<file path="src/hw/rtl/rwot_pkg.sv">
// Package with the types, codes and constants of the reader/writer open table.
package rwot_pkg;

    localparam int SLOTS_DEF = 16;
    localparam int KEY_W     = 32;
    localparam int READERS_W = 15;
    localparam int ACTION_W  = 3;
    localparam int STATUS_W  = 3;

    localparam logic [READERS_W-1:0] READERS_MAX = {READERS_W{1'b1}};

    typedef enum logic [ACTION_W-1:0] {
        ACT_OPEN_READ   = 3'd0,
        ACT_OPEN_WRITE  = 3'd1,
        ACT_UPGRADE     = 3'd2,
        ACT_DOWNGRADE   = 3'd3,
        ACT_CLOSE_READ  = 3'd4,
        ACT_CLOSE_WRITE = 3'd5
    } action_t;

    typedef enum logic [STATUS_W-1:0] {
        ST_OK      = 3'd0,
        ST_WRITER  = 3'd1,
        ST_READERS = 3'd2,
        ST_FULL    = 3'd3,
        ST_NA      = 3'd4,
        ST_SAT     = 3'd5
    } status_t;

    typedef struct packed {
        logic                 valid;
        logic [ACTION_W-1:0]  action;
        logic [KEY_W-1:0]     key;
        logic                 hit;
        logic [READERS_W-1:0] readers;
        logic                 writer;
        logic                 free_found;
    } scan_t;

    typedef struct packed {
        logic                 en;
        logic                 valid;
        logic [KEY_W-1:0]     key;
        logic [READERS_W-1:0] readers;
        logic                 writer;
    } slot_wr_t;

endpackage

</file>
<file path="src/hw/rtl/rwot_cell.sv">
// One table slot that also forwards the request scan to the next slot.
module rwot_cell
    import rwot_pkg::*;
#(
    parameter int SLOTS = SLOTS_DEF,
    parameter int INDEX = 0,
    localparam int IDX_W = (SLOTS > 1) ? $clog2(SLOTS) : 1
)
(
    input  logic             clk,
    input  logic             rst_n,
    input  scan_t            scan_in,
    input  logic [IDX_W-1:0] hit_idx_in,
    input  logic [IDX_W-1:0] free_idx_in,
    input  slot_wr_t         wr,
    input  logic [IDX_W-1:0] wr_idx,
    output scan_t            scan_out,
    output logic [IDX_W-1:0] hit_idx_out,
    output logic [IDX_W-1:0] free_idx_out
);

    localparam logic [IDX_W-1:0] MY_IDX = IDX_W'(INDEX);

    logic                 valid_reg;
    logic [KEY_W-1:0]     key_reg;
    logic [READERS_W-1:0] readers_reg;
    logic                 writer_reg;

    scan_t            scan_reg;
    scan_t            scan_next;
    logic [IDX_W-1:0] hit_idx_reg;
    logic [IDX_W-1:0] hit_idx_next;
    logic [IDX_W-1:0] free_idx_reg;
    logic [IDX_W-1:0] free_idx_next;
    logic             wr_here;

    assign wr_here = wr.en && (wr_idx == MY_IDX);

    always_ff @(posedge clk or negedge rst_n)
    begin
        if (!rst_n)
        begin
            valid_reg <= 1'b0;
        end
        else if (wr_here)
        begin
            valid_reg <= wr.valid;
        end
    end

    always_ff @(posedge clk)
    begin
        if (wr_here)
        begin
            key_reg     <= wr.key;
            readers_reg <= wr.readers;
            writer_reg  <= wr.writer;
        end
    end

    always_comb
    begin
        scan_next     = scan_in;
        hit_idx_next  = hit_idx_in;
        free_idx_next = free_idx_in;
        if (valid_reg && (key_reg == scan_in.key) && !scan_in.hit)
        begin
            scan_next.hit     = 1'b1;
            scan_next.readers = readers_reg;
            scan_next.writer  = writer_reg;
            hit_idx_next      = MY_IDX;
        end
        if (!valid_reg && !scan_in.free_found)
        begin
            scan_next.free_found = 1'b1;
            free_idx_next        = MY_IDX;
        end
    end

    always_ff @(posedge clk or negedge rst_n)
    begin
        if (!rst_n)
        begin
            scan_reg <= '0;
        end
        else
        begin
            scan_reg <= scan_next;
        end
    end

    always_ff @(posedge clk)
    begin
        hit_idx_reg  <= hit_idx_next;
        free_idx_reg <= free_idx_next;
    end

    assign scan_out     = scan_reg;
    assign hit_idx_out  = hit_idx_reg;
    assign free_idx_out = free_idx_reg;

endmodule

</file>
<file path="src/hw/rtl/rwot_ctrl.sv">
// Decision logic at the end of the chain: slot update, result and busy flag.
module rwot_ctrl
    import rwot_pkg::*;
#(
    parameter int SLOTS = SLOTS_DEF,
    localparam int IDX_W = (SLOTS > 1) ? $clog2(SLOTS) : 1
)
(
    input  logic                 clk,
    input  logic                 rst_n,
    input  logic                 accept,
    input  scan_t                scan,
    input  logic [IDX_W-1:0]     hit_idx,
    input  logic [IDX_W-1:0]     free_idx,
    output slot_wr_t             wr,
    output logic [IDX_W-1:0]     wr_idx,
    output logic                 busy,
    output logic                 done,
    output logic [STATUS_W-1:0]  status,
    output logic [READERS_W-1:0] reader_count,
    output logic                 write_held
);

    logic                 busy_reg;
    logic                 done_reg;
    logic [STATUS_W-1:0]  status_reg;
    logic [READERS_W-1:0] readers_reg;
    logic                 writer_reg;

    status_t              st;
    logic [READERS_W-1:0] out_readers;
    logic                 out_writer;
    logic [READERS_W-1:0] dec_readers;

    always_comb
    begin
        st          = ST_NA;
        out_readers = scan.hit ? scan.readers : '0;
        out_writer  = scan.hit ? scan.writer : 1'b0;
        dec_readers = (scan.readers != '0) ? scan.readers - READERS_W'(1) : scan.readers;
        wr          = '0;
        wr.key      = scan.key;
        wr_idx      = hit_idx;
        case (action_t'(scan.action))
            ACT_OPEN_READ:
            begin
                if (!scan.hit)
                begin
                    if (scan.free_found)
                    begin
                        st          = ST_OK;
                        wr.en       = 1'b1;
                        wr.valid    = 1'b1;
                        wr.readers  = READERS_W'(1);
                        wr_idx      = free_idx;
                        out_readers = READERS_W'(1);
                    end
                    else
                    begin
                        st = ST_FULL;
                    end
                end
                else if (scan.writer)
                begin
                    st = ST_WRITER;
                end
                else if (scan.readers == READERS_MAX)
                begin
                    st = ST_SAT;
                end
                else
                begin
                    st          = ST_OK;
                    wr.en       = 1'b1;
                    wr.valid    = 1'b1;
                    wr.readers  = scan.readers + READERS_W'(1);
                    out_readers = wr.readers;
                end
            end
            ACT_OPEN_WRITE:
            begin
                if (!scan.hit)
                begin
                    if (scan.free_found)
                    begin
                        st         = ST_OK;
                        wr.en      = 1'b1;
                        wr.valid   = 1'b1;
                        wr.writer  = 1'b1;
                        wr_idx     = free_idx;
                        out_writer = 1'b1;
                    end
                    else
                    begin
                        st = ST_FULL;
                    end
                end
                else
                begin
                    st = scan.writer ? ST_WRITER : ST_READERS;
                end
            end
            ACT_UPGRADE:
            begin
                if (!scan.hit)
                begin
                    st = ST_NA;
                end
                else if (scan.writer)
                begin
                    st = ST_WRITER;
                end
                else if (scan.readers != READERS_W'(1))
                begin
                    st = ST_READERS;
                end
                else
                begin
                    st          = ST_OK;
                    wr.en       = 1'b1;
                    wr.valid    = 1'b1;
                    wr.writer   = 1'b1;
                    out_readers = '0;
                    out_writer  = 1'b1;
                end
            end
            ACT_DOWNGRADE:
            begin
                if (!scan.hit)
                begin
                    st = ST_NA;
                end
                else if (!scan.writer)
                begin
                    st = ST_READERS;
                end
                else
                begin
                    st          = ST_OK;
                    wr.en       = 1'b1;
                    wr.valid    = 1'b1;
                    wr.readers  = READERS_W'(1);
                    out_readers = READERS_W'(1);
                    out_writer  = 1'b0;
                end
            end
            ACT_CLOSE_READ:
            begin
                if (!scan.hit)
                begin
                    st = ST_NA;
                end
                else if (scan.writer)
                begin
                    st = ST_WRITER;
                end
                else
                begin
                    st          = ST_OK;
                    wr.en       = 1'b1;
                    wr.valid    = (dec_readers != '0);
                    wr.readers  = dec_readers;
                    out_readers = dec_readers;
                    out_writer  = 1'b0;
                end
            end
            ACT_CLOSE_WRITE:
            begin
                if (!scan.hit)
                begin
                    st = ST_NA;
                end
                else if (!scan.writer)
                begin
                    st = ST_READERS;
                end
                else
                begin
                    st          = ST_OK;
                    wr.en       = 1'b1;
                    wr.valid    = 1'b0;
                    out_readers = '0;
                    out_writer  = 1'b0;
                end
            end
            default:
            begin
                st = ST_NA;
            end
        endcase
        wr.en = wr.en && scan.valid;
    end

    always_ff @(posedge clk or negedge rst_n)
    begin
        if (!rst_n)
        begin
            busy_reg <= 1'b0;
            done_reg <= 1'b0;
        end
        else
        begin
            done_reg <= scan.valid;
            if (accept)
            begin
                busy_reg <= 1'b1;
            end
            else if (scan.valid)
            begin
                busy_reg <= 1'b0;
            end
        end
    end

    always_ff @(posedge clk)
    begin
        if (scan.valid)
        begin
            status_reg  <= st;
            readers_reg <= out_readers;
            writer_reg  <= out_writer;
        end
    end

    assign busy         = busy_reg;
    assign done         = done_reg;
    assign status       = status_reg;
    assign reader_count = readers_reg;
    assign write_held   = writer_reg;

endmodule

</file>
<file path="src/hw/rtl/reader_writer_open_table.sv">
// Top level of the reader/writer open table: a chain of slot cells and the end controller.
//
//  Channel   Signals                               Transfer
//  request   start, busy, action, entry_key        edge with start high and busy low
//  result    done, status, reader_count, write_held edge ending the cycle done is high
//
//  A request scans the slot chain one cell per cycle, each cell registering the scan, and the
//  controller registers the result strobe; busy stays high until the result is shown, and
//  a new request may be taken in the cycle the result is shown.
//  Reset clears every slot's valid flag and the scan; no clearing pass is needed.
//  The receiver cannot stall; results are shown for a single cycle.
module reader_writer_open_table
    import rwot_pkg::*;
#(
    parameter int SLOTS = SLOTS_DEF
)
(
    input  logic                 clk,
    input  logic                 rst_n,
    input  logic                 start,
    output logic                 busy,
    input  logic [ACTION_W-1:0]  action,
    input  logic [KEY_W-1:0]     entry_key,
    output logic                 done,
    output logic [STATUS_W-1:0]  status,
    output logic [READERS_W-1:0] reader_count,
    output logic                 write_held
);

    localparam int IDX_W = (SLOTS > 1) ? $clog2(SLOTS) : 1;

    scan_t            scan_chain     [SLOTS+1];
    logic [IDX_W-1:0] hit_idx_chain  [SLOTS+1];
    logic [IDX_W-1:0] free_idx_chain [SLOTS+1];
    slot_wr_t         wr;
    logic [IDX_W-1:0] wr_idx;
    logic             accept;

    assign accept = start && !busy;

    always_comb
    begin
        scan_chain[0]        = '0;
        scan_chain[0].valid  = accept;
        scan_chain[0].action = action;
        scan_chain[0].key    = entry_key;
        hit_idx_chain[0]     = '0;
        free_idx_chain[0]    = '0;
    end

    for (genvar i = 0; i < SLOTS; i++)
    begin : g_cell
        rwot_cell #(
            .SLOTS (SLOTS),
            .INDEX (i)
        ) u_cell (
            .clk          (clk),
            .rst_n        (rst_n),
            .scan_in      (scan_chain[i]),
            .hit_idx_in   (hit_idx_chain[i]),
            .free_idx_in  (free_idx_chain[i]),
            .wr           (wr),
            .wr_idx       (wr_idx),
            .scan_out     (scan_chain[i+1]),
            .hit_idx_out  (hit_idx_chain[i+1]),
            .free_idx_out (free_idx_chain[i+1])
        );
    end

    rwot_ctrl #(
        .SLOTS (SLOTS)
    ) u_ctrl (
        .clk          (clk),
        .rst_n        (rst_n),
        .accept       (accept),
        .scan         (scan_chain[SLOTS]),
        .hit_idx      (hit_idx_chain[SLOTS]),
        .free_idx     (free_idx_chain[SLOTS]),
        .wr           (wr),
        .wr_idx       (wr_idx),
        .busy         (busy),
        .done         (done),
        .status       (status),
        .reader_count (reader_count),
        .write_held   (write_held)
    );

endmodule

</file>
<file path="config.mk">
export PLATFORM = sky130hd
export DESIGN_NAME = reader_writer_open_table
export DESIGN_NICKNAME = d
export VERILOG_FILES = /design/src/hw/rtl/rwot_pkg.sv /design/src/hw/rtl/rwot_cell.sv /design/src/hw/rtl/rwot_ctrl.sv /design/src/hw/rtl/reader_writer_open_table.sv
export SDC_FILE = /design/constraint.sdc
export NUM_CORES = 2
export LEC_CHECK = 0
export ABC_AREA = 1
export BUFFER_PORTS_ARGS = -buffer_cell sky130_fd_sc_hd__buf_4
export CORE_MARGIN = 8
export CORE_UTILIZATION = 50
export CTS_CLUSTER_SIZE = 40
export DETAILED_ROUTE_END_ITERATION = 10
export PLACE_DENSITY = 0.64
export SLEW_MARGIN = 20
export SYNTH_ARGS = -nofsm -noshare
export SYNTH_HDL_FRONTEND = slang
export SYNTH_SLANG_ARGS = --single-unit
</file>
<file path="constraint.sdc">
create_clock -name clk -period 4 [get_ports clk]
set_clock_uncertainty 0.05 [all_clocks]
set_input_delay 0.4 -clock clk [delete_from_list [all_inputs] [get_ports clk]]
set_output_delay 0.4 -clock clk [all_outputs]
set_load 0.01 [all_outputs]
</file>
==> out/qor.csv <==
stage,metric,value,unit
place,Final HPWL DP,104,mm
synthesis,register area share after synthesis,76.9,%
place,RePlAce Congestion,0.922,
die,Die Span Y,368,microns
cells_and_area,Final Util,57.9,%
sta,PnR worst setup slack,506,ps
clocking,Skew-Pair Late Insertion Delay,780,ps
sta,Tcrit/Tclk final,87.3,%
synthesis,Mapped Area,62000,sq um
critical_path,CP max FO,33,
die,starting density of the core,50.3,%
power_and_ir_drop,Pwr Density,511,nW/um^2
clocking,root buffer cell,clkbuf_16,
synthesis,Syn Area/Cell,13.0,sq um
critical_path,CP startpoint kind,flip-flop,
synthesis,Syn. warnings,0,
clocking,clock sink count,1767,
critical_path,Worst Setup SP,g_cell[15].u_cell.scan_out[1],
grt,initial antenna violation count,6,
sta,Setup Total Neg Slack,0,ps
clocking,CTS resizes,0,
clocking,cts bufs inserted,173,
cells_and_area,fin nets,5101,
cells_and_area,Final Instance Area,71400,sq um
cells_and_area,fillers,9695,
clocking,clock slew at reported path FFs,60,ps
critical_path,Crit Path Category,flip-flop to flip-flop,
routing,final WL,152,mm
grt,gr usage total,22.5,%
clocking,CTS tree,yes,
die,DIE AREA,135000,sq um
job,Max-cap violations,0,
die,I/O pin count,59,
sta,Slew Limit Fails,0,
critical_path,Worst Path Arrival,3890,ps
critical_path,worst endpoint required time,4400,ps
synthesis,Seq cells post-synth,1767,
place,dpl cell area,65300,sq um
routing,drt wl/cell,22.2,microns
grt,grt ovf,0,
place,# placed instances,6484,
cells_and_area,share of post-route cells with drive strength above 1,10.2,%
sta,Tmin final,3490,ps
critical_path,CP Capture Type,flip-flop,
routing,antenna-violating nets left,0,
routing,# DRC,0,
cells_and_area,"leading cell type in the layout, fill and taps excluded",nand2_1,
status,status,completed,
clocking,deepest clock path buffer count,3,
grt,first-pass GRT wire length,229,mm
clocking,H-tree depth,4,
sta,RSZ-0062 raised after global routing,no,
grt,vias in the first global route,35841,
sta,worst slew pin tran,1140,ps
cells_and_area,"Area growth, synth to finish",15.2,%
synthesis,"Distinct cells, synth",48,
power_and_ir_drop,worst vdd ir,0.000460,V
cells_and_area,Final Non-Filler Cells,6845,
die,row cnt,129,
power_and_ir_drop,Final Power,36.5,mW
sta,Final Setup Violations,0,
die,die width,368,microns
synthesis,syn nets,4803,
place,Buffers on Ports,58,
sta,relative slew slack,23.9,%
routing,1st-iter DRT viols,3288,
cells_and_area,most frequent cells in the layout,"1003 x nand2_1, 880 x dfrtp_1, 787 x edfxtp_1, 589 x inv_1, 245 x nor2_1",
place,Setup WS pre-CTS,557,ps
power_and_ir_drop,Leakage,30.7,nW
sta,Fmax,286,MHz
sta,Hold Fails Final Rpt,0,
sta,WHS,239,ps
routing,routed vias/inst,5.23,
worst_hold_path,hold crit path type,input port to async pin,
critical_path,Reg-to-Reg Start,g_cell[15].u_cell.scan_out[1],
synthesis,Mapped Cells,4761,
grt,largest net degree at the start of global routing,114,
routing,vias post-DR,35787,
cells_and_area,Largest register FFs,864,
routing,drt pass-1 iters,5,
die,Core ar.,123000,sq um
## report_power, final
group / internal, mW / switching (mW) / total (mW) / leakage (nW)
logic: 0.226 / 0.569 / 0.795 / 9.56
registers: 19.2 / 0.343 / 19.6 / 18.4
clock network: 9.42 / 6.70 / 16.1 / 2.82
## final timing paths
path | to | cells past startpoint | slack [ps]
setup / recovery | g_cell[14].u_cell.key_reg[8] | 8 | 510
hold / removal | g_cell[14].u_cell.scan_out[23] | 2 | 240
setup reg to reg | g_cell[14].u_cell.key_reg[8] | 8 | 510
hold reg to reg | g_cell[1].u_cell.scan_out[51] | 0 | 290
max in group asynchronous | g_cell[0].u_cell.scan_out[37] | 3 | 2450
min in group clk | g_cell[0].u_cell.scan_out[45] | 2 | 240
## synth_stat cells, drive strengths merged
cell / number / area [sq um]
a21oi: 25 / 125
o221ai: 3 / 26.3
inv: 590 / 2210
xnor2: 91 / 797
o211ai: 5 / 37.5
xor2: 93 / 815
a31oi: 5 / 31.3
nand3b: 2 / 15.0
nor3: 30 / 160
o21ai: 170 / 855
clkinv: 13 / 48.8
o22ai: 99 / 619
o31ai: 2 / 15.0
clkbuf: 62 / 233
ha: 4 / 50.1
a221oi: 16 / 140
nor3b: 1 / 7.51
nand2: 1015 / 3840
o2111ai: 15 / 131
o21bai: 1 / 11.3
nor2: 280 / 1140
nand4: 240 / 1510
or2: 42 / 263
edfxtp: 787 / 23600
dfrtp: 882 / 22100
dfxtp: 98 / 1960
o2bb2ai: 1 / 8.76
nor4: 12 / 90.1
a211oi: 39 / 293
buf: 18 / 131
a22oi: 1 / 7.51
nand3: 104 / 561
a22o: 14 / 123
mux2i: 1 / 10.0
## cells by family (layout without fill, tap and decap cells)
| kind of cell | count (synthesis) | count (layout) | synth area share, % |
|---|---|---|---|
| other | 0 | 1 | 0 |
| DFF | 1767 | 1767 | 76.9 |
| muxes | 1 | 1 | 0.0162 |
| xor gates and xnor gates | 184 | 184 | 2.60 |
| buffers and inverters | 683 | 1129 | 4.24 |
| AOI/OAI and AO/OA | 396 | 396 | 3.91 |
| and+or+nand+nor | 1726 | 1726 | 12.2 |
| adders and majority gates | 4 | 4 | 0.0808 |
## what timing repair did
item,4_1_cts,5_1_grt
hold buffers,37,0
setup buffers,0,0
hold endpoints to repair,107,0
endpoints found under the setup margin,0,0
## worst max-delay path, cell delays in order (launching register included)
cell,delay [ps]
dfrtp_1,480
inv_1,320
nand2_1,200
nor2_1,480
nand2_4,180
nand4_2,180
nand2_2,360
nor2_4,580
buf_12,290
## final cells by class
type	instances	area [sq um]	area share (%)
inverters	603	2260	3.17
multi-input cells	2311	11800	16.6
flip-flops and latches	1767	47700	66.8
diodes	1	2.50	0.00350
repair buffers	203	1840	2.57
well taps	1637	2050	2.87
clock inverters	58	618	0.866
clock buffers	265	5140	7.20
## per-layer routing
metal	global-route usage, %	vias up	share of wire [%]
li1	-	16538	-
met1	29.3	17666	40
met2	37.5	1266	49
met3	4.04	317	6.4
met4	9.58	0	4.6
met5	0	-	0
Power figures use the tool's default switching activity.
